[src/rtl/core/sirt_pkg.sv]
package sirt_pkg;

    // Sizes of the alphabet, the digit stack and the division unit.
    localparam int MAX_RADIX     = 16;
    localparam int MAX_DIGITS    = 32;
    localparam int DIGIT_W       = 4;
    localparam int IDX_W         = 5;
    localparam int COUNT_W       = 6;
    localparam int RADIX_W       = 5;
    localparam int VALUE_W       = 32;
    localparam int BITS_PER_STEP = 8;
    localparam int STEP_W        = 2;

    // Characters with a special meaning.
    localparam logic [7:0] CHAR_PLUS  = 8'h2B;
    localparam logic [7:0] CHAR_MINUS = 8'h2D;

    // Configuration register indexes.
    localparam logic [1:0] REG_ALPHA_LOW  = 2'd0;
    localparam logic [1:0] REG_ALPHA_HIGH = 2'd1;
    localparam logic [1:0] REG_ALPHA_LEN  = 2'd2;

    typedef enum logic [2:0] {
        ST_IDLE,
        ST_CHECK,
        ST_SIGN,
        ST_DIV,
        ST_EMIT
    } state_t;

    // Commands from the controller to the datapath.
    typedef struct packed {
        logic load;
        logic start;
        logic div_step;
        logic emit_sign;
        logic emit_digit;
    } cmd_t;

    // Status from the datapath to the controller.
    typedef struct packed {
        logic alpha_ok;
        logic negative;
        logic quotient_zero;
        logic div_last;
        logic slot_free;
        logic last_digit;
    } status_t;

endpackage

[src/rtl/core/sirt_ctrl.sv]
module sirt_ctrl
(
    input  logic              clk,
    input  logic              rst_n,
    input  logic              in_valid,
    output logic              in_stall,
    input  sirt_pkg::status_t status,
    output sirt_pkg::cmd_t    cmd
);

    sirt_pkg::state_t state_reg;
    sirt_pkg::state_t state_next;

    // State register.
    always_ff @(posedge clk or negedge rst_n)
    begin
        if (!rst_n)
        begin
            state_reg <= sirt_pkg::ST_IDLE;
        end
        else
        begin
            state_reg <= state_next;
        end
    end

    // A new item is taken only while no item is in work.
    assign in_stall = (state_reg != sirt_pkg::ST_IDLE);

    // Next state and datapath commands.
    always_comb
    begin
        state_next = state_reg;
        cmd        = '0;
        case (state_reg)
            sirt_pkg::ST_IDLE:
            begin
                if (in_valid)
                begin
                    cmd.load   = 1'b1;
                    state_next = sirt_pkg::ST_CHECK;
                end
            end
            sirt_pkg::ST_CHECK:
            begin
                // An invalid alphabet drops the item without any output.
                if (!status.alpha_ok)
                begin
                    state_next = sirt_pkg::ST_IDLE;
                end
                else
                begin
                    cmd.start = 1'b1;
                    if (status.negative)
                    begin
                        state_next = sirt_pkg::ST_SIGN;
                    end
                    else
                    begin
                        state_next = sirt_pkg::ST_DIV;
                    end
                end
            end
            sirt_pkg::ST_SIGN:
            begin
                if (status.slot_free)
                begin
                    cmd.emit_sign = 1'b1;
                    state_next    = sirt_pkg::ST_DIV;
                end
            end
            sirt_pkg::ST_DIV:
            begin
                cmd.div_step = 1'b1;
                if (status.div_last && status.quotient_zero)
                begin
                    state_next = sirt_pkg::ST_EMIT;
                end
            end
            sirt_pkg::ST_EMIT:
            begin
                if (status.slot_free)
                begin
                    cmd.emit_digit = 1'b1;
                    if (status.last_digit)
                    begin
                        state_next = sirt_pkg::ST_IDLE;
                    end
                end
            end
            default:
            begin
                state_next = sirt_pkg::ST_IDLE;
            end
        endcase
    end

endmodule

[src/rtl/core/sirt_datapath.sv]
module sirt_datapath
(
    input  logic                          clk,
    input  logic                          rst_n,
    input  logic [sirt_pkg::VALUE_W-1:0]  value,
    input  logic [63:0]                   alphabet_low_chars,
    input  logic [63:0]                   alphabet_high_chars,
    input  logic [sirt_pkg::RADIX_W-1:0]  alphabet_length,
    input  sirt_pkg::cmd_t                cmd,
    output sirt_pkg::status_t             status,
    output logic                          out_valid,
    input  logic                          out_stall,
    output logic [7:0]                    character,
    output logic                          last
);

    logic [7:0]                    chr [sirt_pkg::MAX_RADIX];
    logic                          alpha_ok;
    logic                          alpha_ok_reg;

    logic [sirt_pkg::VALUE_W-1:0]  raw_reg;
    logic [sirt_pkg::VALUE_W-1:0]  mag_reg;
    logic [sirt_pkg::VALUE_W-1:0]  mag_div;
    logic [sirt_pkg::RADIX_W-1:0]  rem_reg;
    logic [sirt_pkg::RADIX_W-1:0]  rem_div;
    logic [sirt_pkg::BITS_PER_STEP-1:0] quo_bits;
    logic [sirt_pkg::STEP_W-1:0]   step_reg;

    logic [sirt_pkg::DIGIT_W-1:0]  stack_reg [sirt_pkg::MAX_DIGITS];
    logic [sirt_pkg::COUNT_W-1:0]  count_reg;
    logic [sirt_pkg::COUNT_W-1:0]  count_m1;
    logic [sirt_pkg::IDX_W-1:0]    top_idx;
    logic [sirt_pkg::DIGIT_W-1:0]  top_digit;

    logic                          out_valid_reg;
    logic [7:0]                    char_reg;
    logic                          last_reg;

    // Split the alphabet registers into characters.
    always_comb
    begin
        for (int i = 0; i < 8; i++)
        begin
            chr[i]     = alphabet_low_chars[8*i +: 8];
            chr[i + 8] = alphabet_high_chars[8*i +: 8];
        end
    end

    // Alphabet check: length 2 to 16, no sign characters, no repeats.
    always_comb
    begin
        alpha_ok = (alphabet_length > 5'd1) &&
                   (alphabet_length <= sirt_pkg::RADIX_W'(sirt_pkg::MAX_RADIX));
        for (int i = 0; i < sirt_pkg::MAX_RADIX; i++)
        begin
            if (sirt_pkg::RADIX_W'(i) < alphabet_length)
            begin
                if ((chr[i] == sirt_pkg::CHAR_PLUS) || (chr[i] == sirt_pkg::CHAR_MINUS))
                begin
                    alpha_ok = 1'b0;
                end
                for (int j = i + 1; j < sirt_pkg::MAX_RADIX; j++)
                begin
                    if ((sirt_pkg::RADIX_W'(j) < alphabet_length) && (chr[i] == chr[j]))
                    begin
                        alpha_ok = 1'b0;
                    end
                end
            end
        end
    end

    // One division step: eight bits of long division by the radix.
    always_comb
    begin
        rem_div  = rem_reg;
        quo_bits = '0;
        for (int k = 0; k < sirt_pkg::BITS_PER_STEP; k++)
        begin
            rem_div = {rem_div[sirt_pkg::RADIX_W-2:0], mag_reg[sirt_pkg::VALUE_W-1-k]};
            if (rem_div >= alphabet_length)
            begin
                rem_div = rem_div - alphabet_length;
                quo_bits[sirt_pkg::BITS_PER_STEP-1-k] = 1'b1;
            end
        end
        mag_div = {mag_reg[sirt_pkg::VALUE_W-sirt_pkg::BITS_PER_STEP-1:0], quo_bits};
    end

    // Top of the digit stack.
    assign count_m1  = count_reg - sirt_pkg::COUNT_W'(1);
    assign top_idx   = count_m1[sirt_pkg::IDX_W-1:0];
    assign top_digit = stack_reg[top_idx];

    // Status to the controller.
    assign status.alpha_ok      = alpha_ok_reg;
    assign status.negative      = raw_reg[sirt_pkg::VALUE_W-1];
    assign status.quotient_zero = (mag_div == '0);
    assign status.div_last      = (step_reg == '1);
    assign status.slot_free     = !out_valid_reg || !out_stall;
    assign status.last_digit    = (count_reg == sirt_pkg::COUNT_W'(1));

    // Control registers.
    always_ff @(posedge clk or negedge rst_n)
    begin
        if (!rst_n)
        begin
            alpha_ok_reg  <= 1'b0;
            step_reg      <= '0;
            count_reg     <= '0;
            out_valid_reg <= 1'b0;
        end
        else
        begin
            alpha_ok_reg <= alpha_ok;

            if (cmd.start)
            begin
                step_reg  <= '0;
                count_reg <= '0;
            end
            else if (cmd.div_step)
            begin
                step_reg <= step_reg + sirt_pkg::STEP_W'(1);
                if ((step_reg == '1) && (count_reg < sirt_pkg::COUNT_W'(sirt_pkg::MAX_DIGITS)))
                begin
                    count_reg <= count_reg + sirt_pkg::COUNT_W'(1);
                end
            end
            else if (cmd.emit_digit)
            begin
                count_reg <= count_m1;
            end

            if (cmd.emit_sign || cmd.emit_digit)
            begin
                out_valid_reg <= 1'b1;
            end
            else if (!out_stall)
            begin
                out_valid_reg <= 1'b0;
            end
        end
    end

    // Payload registers.
    always_ff @(posedge clk)
    begin
        if (cmd.load)
        begin
            raw_reg <= value;
        end

        if (cmd.start)
        begin
            mag_reg <= raw_reg[sirt_pkg::VALUE_W-1] ? (~raw_reg + sirt_pkg::VALUE_W'(1))
                                                     : raw_reg;
            rem_reg <= '0;
        end
        else if (cmd.div_step)
        begin
            mag_reg <= mag_div;
            if (step_reg == '1)
            begin
                // Push the remainder and start the next division afresh.
                rem_reg <= '0;
                if (count_reg < sirt_pkg::COUNT_W'(sirt_pkg::MAX_DIGITS))
                begin
                    stack_reg[count_reg[sirt_pkg::IDX_W-1:0]] <=
                        rem_div[sirt_pkg::DIGIT_W-1:0];
                end
            end
            else
            begin
                rem_reg <= rem_div;
            end
        end

        if (cmd.emit_sign)
        begin
            char_reg <= sirt_pkg::CHAR_MINUS;
            last_reg <= 1'b0;
        end
        else if (cmd.emit_digit)
        begin
            char_reg <= chr[top_digit];
            last_reg <= (count_reg == sirt_pkg::COUNT_W'(1));
        end
    end

    assign out_valid = out_valid_reg;
    assign character = char_reg;
    assign last      = last_reg;

endmodule

[src/rtl/core/signed_integer_to_radix_text_top.sv]
// Signed integer to radix text. Each item is a signed 32-bit value, written out as
// ASCII characters, one character per output item, in the radix given by the
// configured digit alphabet (registers at byte addresses 0, 8 and 16: characters
// 0 to 7, characters 8 to 15, and the alphabet length, which is the radix). A
// negative value is preceded by '-', digits come most significant first, and the
// final character carries last. An alphabet shorter than two characters, longer
// than sixteen, holding '+' or '-', or holding a repeated character, makes the
// block drop every item without output. One item at a time is in work: each digit
// is the remainder of a division of the magnitude by the radix in the shared
// long-division unit, which retires eight quotient bits per cycle, and the digits
// are then sent out. Radix 10 needs at most 10 digits, radix 2 up to 32.
module signed_integer_to_radix_text_top
(
    input  logic        clk,
    input  logic        rst_n,

    input  logic        psel,
    input  logic        penable,
    input  logic        pwrite,
    input  logic [4:0]  paddr,
    input  logic [63:0] pwdata,
    output logic [63:0] prdata,
    output logic        pready,

    input  logic        in_valid,
    output logic        in_stall,
    input  logic [31:0] value,

    output logic        out_valid,
    input  logic        out_stall,
    output logic [7:0]  character,
    output logic        last
);

    logic [63:0]                  alpha_low_reg;
    logic [63:0]                  alpha_high_reg;
    logic [sirt_pkg::RADIX_W-1:0] alpha_len_reg;
    logic [1:0]                   reg_index;
    sirt_pkg::cmd_t               cmd;
    sirt_pkg::status_t            status;

    assign pready    = 1'b1;
    assign reg_index = paddr[4:3];

    // Configuration registers.
    always_ff @(posedge clk or negedge rst_n)
    begin
        if (!rst_n)
        begin
            alpha_low_reg  <= '0;
            alpha_high_reg <= '0;
            alpha_len_reg  <= '0;
        end
        else if (psel && penable && pwrite)
        begin
            case (reg_index)
                sirt_pkg::REG_ALPHA_LOW:  alpha_low_reg  <= pwdata;
                sirt_pkg::REG_ALPHA_HIGH: alpha_high_reg <= pwdata;
                sirt_pkg::REG_ALPHA_LEN:  alpha_len_reg  <= pwdata[sirt_pkg::RADIX_W-1:0];
                default:                  ;
            endcase
        end
    end

    // Register read-back.
    always_comb
    begin
        case (reg_index)
            sirt_pkg::REG_ALPHA_LOW:  prdata = alpha_low_reg;
            sirt_pkg::REG_ALPHA_HIGH: prdata = alpha_high_reg;
            sirt_pkg::REG_ALPHA_LEN:  prdata = {{(64-sirt_pkg::RADIX_W){1'b0}}, alpha_len_reg};
            default:                  prdata = '0;
        endcase
    end

    sirt_ctrl u_ctrl
    (
        .clk      (clk),
        .rst_n    (rst_n),
        .in_valid (in_valid),
        .in_stall (in_stall),
        .status   (status),
        .cmd      (cmd)
    );

    sirt_datapath u_datapath
    (
        .clk                 (clk),
        .rst_n               (rst_n),
        .value               (value),
        .alphabet_low_chars  (alpha_low_reg),
        .alphabet_high_chars (alpha_high_reg),
        .alphabet_length     (alpha_len_reg),
        .cmd                 (cmd),
        .status              (status),
        .out_valid           (out_valid),
        .out_stall           (out_stall),
        .character           (character),
        .last                (last)
    );

endmodule

[config.mk]
export PLATFORM = sky130hd
export DESIGN_NAME = signed_integer_to_radix_text_top
export DESIGN_NICKNAME = d
export VERILOG_FILES = /design/src/rtl/core/sirt_pkg.sv /design/src/rtl/core/sirt_ctrl.sv /design/src/rtl/core/sirt_datapath.sv /design/src/rtl/core/signed_integer_to_radix_text_top.sv
export SDC_FILE = /design/constraint.sdc
export NUM_CORES = 1
export LEC_CHECK = 0
export BUFFER_PORTS_ARGS = -buffer_cell sky130_fd_sc_hd__clkbuf_2
export CAP_MARGIN = 25
export CELL_PAD_IN_SITES_DETAIL_PLACEMENT = 1
export CELL_PAD_IN_SITES_GLOBAL_PLACEMENT = 2
export CORE_MARGIN = 2
export CORE_UTILIZATION = 40
export DETAILED_ROUTE_END_ITERATION = 6
export PLACE_DENSITY_LB_ADDON = 0.3
export SYNTH_ARGS = -nofsm -noshare
export SYNTH_HDL_FRONTEND = slang
export SYNTH_SLANG_ARGS = --single-unit
[constraint.sdc]
create_clock -name clk -period 17.4 [get_ports clk]
set_input_delay 1.74 -clock clk [delete_from_list [all_inputs] [get_ports clk]]
set_output_delay 1.74 -clock clk [all_outputs]
set_load 0.01 [all_outputs]
==> Word-level counts from Yosys, hierarchy flattened <==
Memory sizes are Yosys's and may differ from the RTL's.
Index checks and enable logic that the tools add are counted.
{ "word_totals": {"register_bits": 223, "ram_bits": 128, "input_bits": 108, "out_inout_bits": 76, "elab_cells": 584, "n_memories": 1} }
{ "classes": {"add_sub_neg": 12, "order_cmp": 28, "n_eq_ne": 167, "n_mux": 205, "bitwise_logic": 2, "reduce_logical": 156} }
{ "mem_list": {"columns": ["name", "depth", "width", "read_ports", "rd_ports_with_merged_regs", "write_ports", "line_no", "source"], "rows": [
  ["u_datapath.stack_reg", 32, 4, 1, 0, 1, "sirt_datapath.sv:29", "logic [sirt_pkg::DIGIT_W-1:0] stack_reg [sirt_pkg::MAX_DIGITS];"]
]} }
{ "op_table": {"columns": ["cell", "count"], "rows": [
  ["8-bit equality test", 120],
  ["8-bit by 6-bit equality test with 1-bit output, second input constant", 32],
  ["64-bit one-hot mux with 3 select lines", 1],
  ["1-bit 2-to-1 mux", 176],
  ["1-bit logical AND", 125],
  ["32-bit 2-to-1 mux", 3],
  ["5-bit greater-or-equal comparator", 8],
  ["4-bit by 5-bit less-than comparator with 1-bit output, first input constant", 8],
  ["4-bit 2-to-1 mux", 9],
  ["32-bit by 1-bit adder with 32-bit output, second input constant", 1],
  ["8-bit binary-select mux with 4-bit select", 1],
  ["32-bit logical NOT", 1],
  ["32-bit inverter", 1],
  ["4-bit subtractor", 8],
  ["6-bit 2-to-1 mux", 4],
  ["3-bit by 5-bit less-than comparator with 1-bit output, first input constant", 4],
  ["1-bit logical OR", 18],
  ["8-bit 2-to-1 mux", 2],
  ["3-bit 2-to-1 mux", 5],
  ["3-bit one-hot mux with 5 select lines", 1],
  ["1-bit by 5-bit less-than comparator with 1-bit output, first input constant", 2],
  ["2-bit by 5-bit less-than comparator with 1-bit output, first input constant", 2],
  ["2-bit != test, second input constant", 4],
  ["2-bit AND reduction", 4],
  ["other kinds (23)", 30]
]} }

==> Longest topological paths before layout <==
Gate-level depths: netlist of run 1.
{ "depth": {"ltp_word": 154, "depth_mapped": 64, "ltp_nobuf": 62} }

==> By module <==
Synthesis of run 1 repeated with hierarchy kept, for this count alone.
{ "hier_totals": {"hier_cells": 3256, "hier_area_um2": 31480.2} }
{ "modules_own_cells": {"columns": ["mod", "n_inst", "cells_per_inst", "area_per_inst_um2", "seq_area_each_um2"], "rows": [
  ["sirt_datapath", 1, 2797, 25024.0, 6276.0],
  ["signed_integer_to_radix_text_top", 1, 434, 6244.7, 3328.2],
  ["sirt_ctrl", 1, 25, 211.5, 75.1]
]} }

==> Worst setup path before layout of run 1 <==
No wires, ideal clock.
{ "synth_timing": {"path_kind": "register -> register", "start": "register alpha_len_reg[1] (netlist name)", "end": "memory u_datapath.stack_reg[0][3] (netlist name) (data pin)", "setup_ps": 478, "t_arrival_ps": 13646, "t_required_ps": 16922, "path_slack_ps": 3276, "path_stages_with_launch": 62, "path_buffers": 2, "period_less_slack_ps": 14124, "path_cell_list": "dfrtp_1 -> clkbuf_1 -> inv_1 -> ha_1 -> nor2b_1 -> o21ai_0 -> a31oi_1 -> o21ai_0 -> nand2_1 -> o21bai_1 -> ha_1 -> a21o_1 -> a21o_1 -> a21o_1 -> a21o_1 -> a21oi_1 -> inv_1 -> ha_1 -> [26 not listed] -> o21a_1 -> or2_2 -> a211oi_1 -> nor2_1 -> ha_1 -> o21ai_0 -> a31oi_1 -> o21ai_0 -> nand2_1 -> mux2_2 -> inv_1 -> ha_1 -> a21o_1 -> a21o_1 -> a21o_1 -> a21oi_1 -> nand2_1 -> o31ai_1"} }
{ "synth_via": {"elab_chain_len": 16, "elab_cells_between_ends": 24, "classes_between": "add/sub: 8; order compare: 8; mux: 8"} }
{ "synth_lines": {"columns": ["item", "line_no", "source"], "rows": [
  ["start, declared", "signed_integer_to_radix_text_top.sv:37", "logic [sirt_pkg::RADIX_W-1:0] alpha_len_reg;"],
  ["start signal, assigned", "signed_integer_to_radix_text_top.sv:59", "sirt_pkg::REG_ALPHA_LEN: alpha_len_reg <= pwdata[sirt_pkg::RADIX_W-1:0];"],
  ["4-bit subtractor or 5-bit greater-or-equal comparator (tied branches)", "sirt_datapath.sv:83, sirt_datapath.sv:81", null],
  ["4-bit 2-to-1 mux", "sirt_datapath.sv:81", "if (rem_div >= alphabet_length)"],
  ["4-bit subtractor or 5-bit greater-or-equal comparator (tied branches)", "sirt_datapath.sv:83, sirt_datapath.sv:81", null],
  ["4-bit 2-to-1 mux", "sirt_datapath.sv:81", null],
  ["4-bit subtractor or 5-bit greater-or-equal comparator (tied branches)", "sirt_datapath.sv:83, sirt_datapath.sv:81", null],
  ["4-bit 2-to-1 mux", "sirt_datapath.sv:81", null],
  ["5-bit greater-or-equal comparator or 4-bit subtractor (tied branches)", "sirt_datapath.sv:81, sirt_datapath.sv:83", null],
  ["4-bit 2-to-1 mux", "sirt_datapath.sv:81", null],
  ["4-bit subtractor or 5-bit greater-or-equal comparator (tied branches)", "sirt_datapath.sv:83, sirt_datapath.sv:81", null],
  ["4-bit 2-to-1 mux", "sirt_datapath.sv:81", null],
  ["4-bit subtractor or 5-bit greater-or-equal comparator (tied branches)", "sirt_datapath.sv:83, sirt_datapath.sv:81", null],
  ["4-bit 2-to-1 mux", "sirt_datapath.sv:81", null],
  ["5-bit greater-or-equal comparator or 4-bit subtractor (tied branches)", "sirt_datapath.sv:81, sirt_datapath.sv:83", null],
  ["4-bit 2-to-1 mux", "sirt_datapath.sv:81", null],
  ["4-bit subtractor or 5-bit greater-or-equal comparator (tied branches)", "sirt_datapath.sv:83, sirt_datapath.sv:81", null],
  ["4-bit 2-to-1 mux *", "sirt_datapath.sv:81", null],
  ["net u_datapath.rem_div, one bit", "sirt_datapath.sv:25", "logic [sirt_pkg::RADIX_W-1:0] rem_div;"],
  ["end, declared", "sirt_datapath.sv:29", null]
]} }
The timed path passes the listed nets; every way through them passes the cells marked *.

==> Final worst setup path of run 1 <==
{ "layout_timing": {"start": "register alpha_len_reg[2] (netlist name)", "end": "memory u_datapath.stack_reg[30][3] (netlist name) (data pin)"} }
{ "layout_via": {"elab_chain_len": 16, "elab_cells_between_ends": 24, "classes_between": "add/sub: 8; order compare: 8; mux: 8"} }
{ "layout_lines": {"columns": ["item", "line_no"], "rows": [
  ["4-bit subtractor or 5-bit greater-or-equal comparator (tied branches)", "sirt_datapath.sv:83, sirt_datapath.sv:81"],
  ["4-bit 2-to-1 mux", "sirt_datapath.sv:81"],
  ["4-bit subtractor or 5-bit greater-or-equal comparator (tied branches)", "sirt_datapath.sv:83, sirt_datapath.sv:81"],
  ["4-bit 2-to-1 mux", "sirt_datapath.sv:81"],
  ["5-bit greater-or-equal comparator or 4-bit subtractor (tied branches)", "sirt_datapath.sv:81, sirt_datapath.sv:83"],
  ["4-bit 2-to-1 mux", "sirt_datapath.sv:81"],
  ["4-bit subtractor or 5-bit greater-or-equal comparator (tied branches)", "sirt_datapath.sv:83, sirt_datapath.sv:81"],
  ["4-bit 2-to-1 mux", "sirt_datapath.sv:81"],
  ["4-bit subtractor or 5-bit greater-or-equal comparator (tied branches)", "sirt_datapath.sv:83, sirt_datapath.sv:81"],
  ["4-bit 2-to-1 mux", "sirt_datapath.sv:81"],
  ["4-bit subtractor or 5-bit greater-or-equal comparator (tied branches)", "sirt_datapath.sv:83, sirt_datapath.sv:81"],
  ["4-bit 2-to-1 mux", "sirt_datapath.sv:81"],
  ["5-bit greater-or-equal comparator or 4-bit subtractor (tied branches)", "sirt_datapath.sv:81, sirt_datapath.sv:83"],
  ["4-bit 2-to-1 mux", "sirt_datapath.sv:81"],
  ["4-bit subtractor or 5-bit greater-or-equal comparator (tied branches)", "sirt_datapath.sv:83, sirt_datapath.sv:81"],
  ["4-bit 2-to-1 mux *", "sirt_datapath.sv:81"],
  ["net u_datapath.rem_div, one bit", "sirt_datapath.sv:25"]
]} }
Marked as above.

==> results of run 1 <==
==> layout make-up <==
cell class	instances	area share, %
diodes	2	0.01465
clock buffers	54	3.200
clock inverters	17	0.6957
inverters	56	0.6151
multi-input cells	2486	56.96
flip-flops and latches	351	28.35
well taps	1030	3.771
repair buffers	341	6.389
==> logic make-up after synthesis <==
logic type	synth area share [%]
flip-flops	31.51
adder cells (fa/ha/maj)	2.436
buffers and inverters	5.352
XOR/XNOR	29.22
other	0.01221
multiplexers	10.60
AND/OR/NAND/NOR	13.92
AO/OA/AOI/OAI	6.945
==> critical path: cells and delay by family (launching register included) <==
| kind | cells | cell delay, ns |
|---|---|---|
| compound gates | 35 | 8.43 |
| fa+ha+maj | 8 | 2.59 |
| mux | 1 | 0.34 |
| simple gates | 9 | 1.98 |
| buf+inv | 6 | 0.99 |
| flops | 1 | 0.60 |
==> how the worst max path moves through the flow <==
stage | end | slack [ns] | depth (start not counted)
CTS | u_datapath.rem_reg[3]$_SDFFE_PP0P_ | 2.13 | 60
global placement | u_datapath.rem_reg[3]$_SDFFE_PP0P_ | 2.91 | 60
floorplan | u_datapath.stack_reg[0][3]$_DFFE_PP_ | 3.28 | 61
finish | u_datapath.stack_reg[30][3]$_DFFE_PP_ | 2.10 | 59
detailed placement | u_datapath.rem_reg[3]$_SDFFE_PP0P_ | 2.15 | 60
global route | u_datapath.rem_reg[3]$_SDFFE_PP0P_ | 0.78 | 61
==> per-stage QoR <==
| stage | setup slack (ns) | cell area [um2] | hold WS (ns) | util [%] |
|---|---|---|---|---|
| 3_3_place_gp | 2.907 | 32730 | 0.4803 | 43.09 |
| 2_1_floorplan | 3.276 | 30720 | 0.4537 | - |
| 4_1_cts | 2.132 | 34130 | 0.4956 | 44.94 |
| 3_5_place_dp | 2.152 | 32800 | 0.4759 | 43.18 |
| 5_1_grt | 0.7751 | 34170 | 0.5215 | 44.99 |
| 6_report | 2.104 | 34170 | 0.4910 | 44.99 |
==> layer usage <==
metal / global-route usage, % / up-vias
met2: 53.19 / 1486
li1: - / 11400
met1: 42.93 / 13684
met3: 7.407 / 480
met5: 0 / -
met4: 21.10 / 0
==> Yosys cell counts, types with 38 or more instances <==
master    instances  area (um2)
xnor2_1         698        6113
xor2_1          325        2846
edfxtp_1        192        5766
nand4_1         179        1120
clkbuf_1        173       649.4
nand2_1         159       596.8
nor2_1          152       570.6
dfrtp_1         146        3654
mux2_2          143        1610
buf_1           118       442.9
mux2i_1         106        1061
nor4_1           98       613.1
nor3_1           83       415.4
o21ai_0          75       375.4
inv_1            54       202.7
a21oi_1          49       245.2
a31oi_1          48       300.3
ha_1             47       588.1
buf_2            42       210.2
nand3_1          38       190.2
==> reports/metrics.cfg, run 1 <==
[routing]
firstDrtPassIters = 6
drt_wl_total_mm = 135.5
wl_per_cell_um = 31.24
vias = 27050
postRouteAntennaNets = 0
top_layer_used = met4
dr_wl_met3_mm = 11.98
drtIter0Drc = 2546
remaining_drc_errors = 0
wl_met2_mm = 60.23
vias_per_cell = 6.237
wl_met1_mm = 53.86

[setup_path]
path_common_cell = a21o_1
crit_required_ns = 17.71
ff2ff_setup_slack_ns = 2.10
reg2regPathDepth = 59
start_kind = flop
startpoint = alpha_len_reg[2]$_DFFE_PN0P_
crit_fanout = 33
slowest_delay_ns = 0.73
r2r_end = u_datapath.stack_reg[30][3]$_DFFE_PP_
end_kind = flop
r2r_start = alpha_len_reg[2]$_DFFE_PN0P_
slowest_stage = a21oi_1
arrival_ns = 15.60
critPathKind = reg -> reg

[min_path]
hp-class = reg -> reg
min_to = u_datapath.character[6]$_SDFFE_PP0P_
hold_start = u_datapath.character[6]$_SDFFE_PP0P_
hold_depth = 2

[global_routing]
track_usage_pct = 34.09
first_global_vias = 28354
grt_max_degree = 84
grt_pass1_wl_mm = 197.7
grt-ovfl-total = 0
antenna_found_initial = 3

[clock_network]
cts_tree = built
cts_resized = 0
clkSinkCount = 351
cts_setup_buffers = 0
clk_pin_slew_ns = 0.06
h-tree-depth = 2
clock_latency_ns = 0.63
cts-root-buf = clkbuf_16
clockBufferDepth = 3
cts_hold_buf = 0
cts_buffers = 40

[sta]
setup-violations-final = 0
worstMarginPinSlew_ns = 1.287
hold_viol = 0
fin_setup_tns_ns = 0
rsz0062_at_grt = no
final_max_slew_viol_count = 0
relSlewSlack_pct = 14.22
period_share_pct = 87.91
post-route-min-period_ns = 15.30
skew_ns = 0.03119
fmax_mhz = 65.37

[floorplanning]
ios = 184
die_h_um = 281.1
die_w_um = 281.1
core-area_um2 = 75950
rows = 101
die-area_um2 = 79030
start_util_pct = 40.44

[cells_and_area]
multi_input_area_um2 = 19460
drive_above_1_share_pct = 18.52
fillers = 8496
layout_commonest_cell = xnor2_1
syn2layout_area_growth_pct = 11.25
nNetsFinal = 3439
largest_register_ffs = 128
mostFrequentLayoutCells = xnor2_1 (697), xor2_1 (325), edfxtp_1 (192)
ff_latch_area_um2 = 9689
final_cells = 4337

[synthesis]
syn_nets = 3402
synth-edff-count = 192
ys.flop_type = edfxtp_1
postSynthAreaPerCell_um2 = 9.483
syn-instance-count = 3239
async_flop_share_pct = 41.60
ys_seq_area_share_pct = 31.51
yosysUniqueCellTypes = 75
yosysWarnings = 0
netlist_area_um2 = 30720
ys_seq_elements = 351

[placed_design]
place_congestion = 0.9757
placement.io_buffers = 179
dp_cells = 4261
dp_hpwl_mm = 87.43

[flow_run]
max_cap_viol_count = 0

[outcome]
status = complete, no violations

Power of run 1 is left out: the tool's default activity adds up to more than one toggle a clock period on the data nets, which glitch-free logic cannot reach.
==> inputs of run 2 (changes only) <==
--- a/config.mk
+++ b/config.mk
@@ -5,11 +5,11 @@
 export SDC_FILE = /design/constraint.sdc
 export NUM_CORES = 1
 export LEC_CHECK = 0
+export ABC_CLOCK_PERIOD_IN_PS = 17400
 export BUFFER_PORTS_ARGS = -buffer_cell sky130_fd_sc_hd__clkbuf_2
 export CAP_MARGIN = 25
 export CELL_PAD_IN_SITES_DETAIL_PLACEMENT = 1
 export CELL_PAD_IN_SITES_GLOBAL_PLACEMENT = 2
-export CORE_MARGIN = 2
 export CORE_UTILIZATION = 40
 export DETAILED_ROUTE_END_ITERATION = 6
 export PLACE_DENSITY_LB_ADDON = 0.3
==> reports/metrics.cfg, run 2 (synthesis gave the netlist of run 1 again) <==
[outcome]
status = complete, no violations

[clock_network]
clock_latency_ns = 0.64
clk_pin_slew_ns = 0.06
cts-root-buf = clkbuf_16
cts_buffers = 42
cts_tree = built
cts_setup_buffers = 0
h-tree-depth = 2
clockBufferDepth = 3
clkSinkCount = 351
cts_hold_buf = 0
cts_resized = 0

[min_path]
hp-class = reg -> reg

[sta]
final_max_slew_viol_count = 0
period_share_pct = 88.78
relSlewSlack_pct = 25.28
hold_viol = 0
post-route-min-period_ns = 15.45
fin_setup_tns_ns = 0
setup-violations-final = 0
worstMarginPinSlew_ns = 1.107
fmax_mhz = 64.74
skew_ns = 0.05001
rsz0062_at_grt = no

[floorplanning]
die_w_um = 279.1
ios = 184
die-area_um2 = 77910
start_util_pct = 40.44
core-area_um2 = 75950
rows = 101
die_h_um = 279.1

[cells_and_area]
mostFrequentLayoutCells = xnor2_1 (697), xor2_1 (325), edfxtp_1 (192)
syn2layout_area_growth_pct = 11.81
layout_commonest_cell = xnor2_1
largest_register_ffs = 128
nNetsFinal = 3447
stdcell_area_um2 = 34340
fillers = 8484
drive_above_1_share_pct = 18.60

[setup_path]
end_kind = flop
critPathKind = reg -> reg
slowest_delay_ns = 0.76
arrival_ns = 15.74
start_kind = flop
crit_fanout = 33
crit_required_ns = 17.70
path_common_cell = a21o_1
slowest_stage = a21oi_1

[global_routing]
grt-ovfl-total = 0
first_global_vias = 28564
track_usage_pct = 34.22
grt_max_degree = 87
grt_pass1_wl_mm = 197.3
antenna_found_initial = 3

[routing]
drt_wl_total_mm = 134.4
drtIter0Drc = 2535
remaining_drc_errors = 0
vias = 27017
postRouteAntennaNets = 0
wl_per_cell_um = 30.91
vias_per_cell = 6.212
firstDrtPassIters = 5

[flow_run]
max_cap_viol_count = 0

[placed_design]
dp_hpwl_mm = 87.73
placed_area_um2 = 32900
place_congestion = 0.9517
placement.io_buffers = 179

-- run 2: cell count changes in the layout (fill, tap and decap cells not counted), sizes merged --
| cell | change |
|---|---|
| clkinv | +1 |
| buf | +5 |
| diode | -1 |
| clkinvlp | +7 |
| inv | -1 |
| clkbuf | +1 |
-- run 2: worst paths after layout --
check                      slack (ns)                                from                                    end  depth (start not counted)
max                              1.95        alpha_len_reg[1]$_DFFE_PN0P_  u_datapath.stack_reg[15][3]$_DFFE_PP_                         61
min                              0.49  u_datapath.rem_reg[3]$_SDFFE_PP0P_     u_datapath.rem_reg[3]$_SDFFE_PP0P_                          1
max reg2reg                      1.95        alpha_len_reg[1]$_DFFE_PN0P_  u_datapath.stack_reg[15][3]$_DFFE_PP_                         61
min reg2reg                      0.49  u_datapath.rem_reg[3]$_SDFFE_PP0P_     u_datapath.rem_reg[3]$_SDFFE_PP0P_                          1
max in group asynchronous       14.77                               rst_n          alpha_high_reg[1]$_DFFE_PN0P_                          2
min in group asynchronous        1.18                               rst_n         alpha_high_reg[59]$_DFFE_PN0P_                          1
-- run 2: cell type report --
class	instances	area, um2	share of cell area (%)
clock inverters	24	296.5	0.8634
multi-input cells	2486	19460	56.67
well taps	1030	1289	3.752
diodes	1	2.502	0.007286
flip-flops and latches	351	9686	28.20
clock buffers	54	1116	3.250
inverters	56	210.2	0.6120
repair buffers	347	2283	6.649
-- run 2: metal layers --
metal | vias up | GRT usage [%] | share of wire (%)
met2 | 1381 | 53.30 | 44
li1 | 11408 | - | -
met3 | 489 | 6.518 | 8.3
met1 | 13735 | 43.61 | 40
met5 | - | 0.1876 | 0.025
met4 | 4 | 21.37 | 6.8
-- run 2: metrics by stage --
stage,worst slack [ns],cells,hold slack (ns),utilization [%]
2_1_floorplan,3.276,3239,0.4537,-
3_3_place_gp,2.616,4263,0.4798,43.13
3_5_place_dp,2.103,4268,0.4796,43.31
4_1_cts,1.964,4346,0.4953,45.17
5_1_grt,0.7546,4349,0.5178,45.22
6_report,1.953,4349,0.4915,45.22
-- run 2: worst max-delay path: cells and delay by family (launching register included) --
kind / cells / cell delay, ns
AOI/OAI and AO/OA: 35 / 8.29
adders and majority gates: 8 / 2.54
and+or+nand+nor: 10 / 2.14
buffers and inverters: 7 / 1.37
muxes: 1 / 0.37
DFF: 1 / 0.33
Power of run 2 is left out for the same reason.
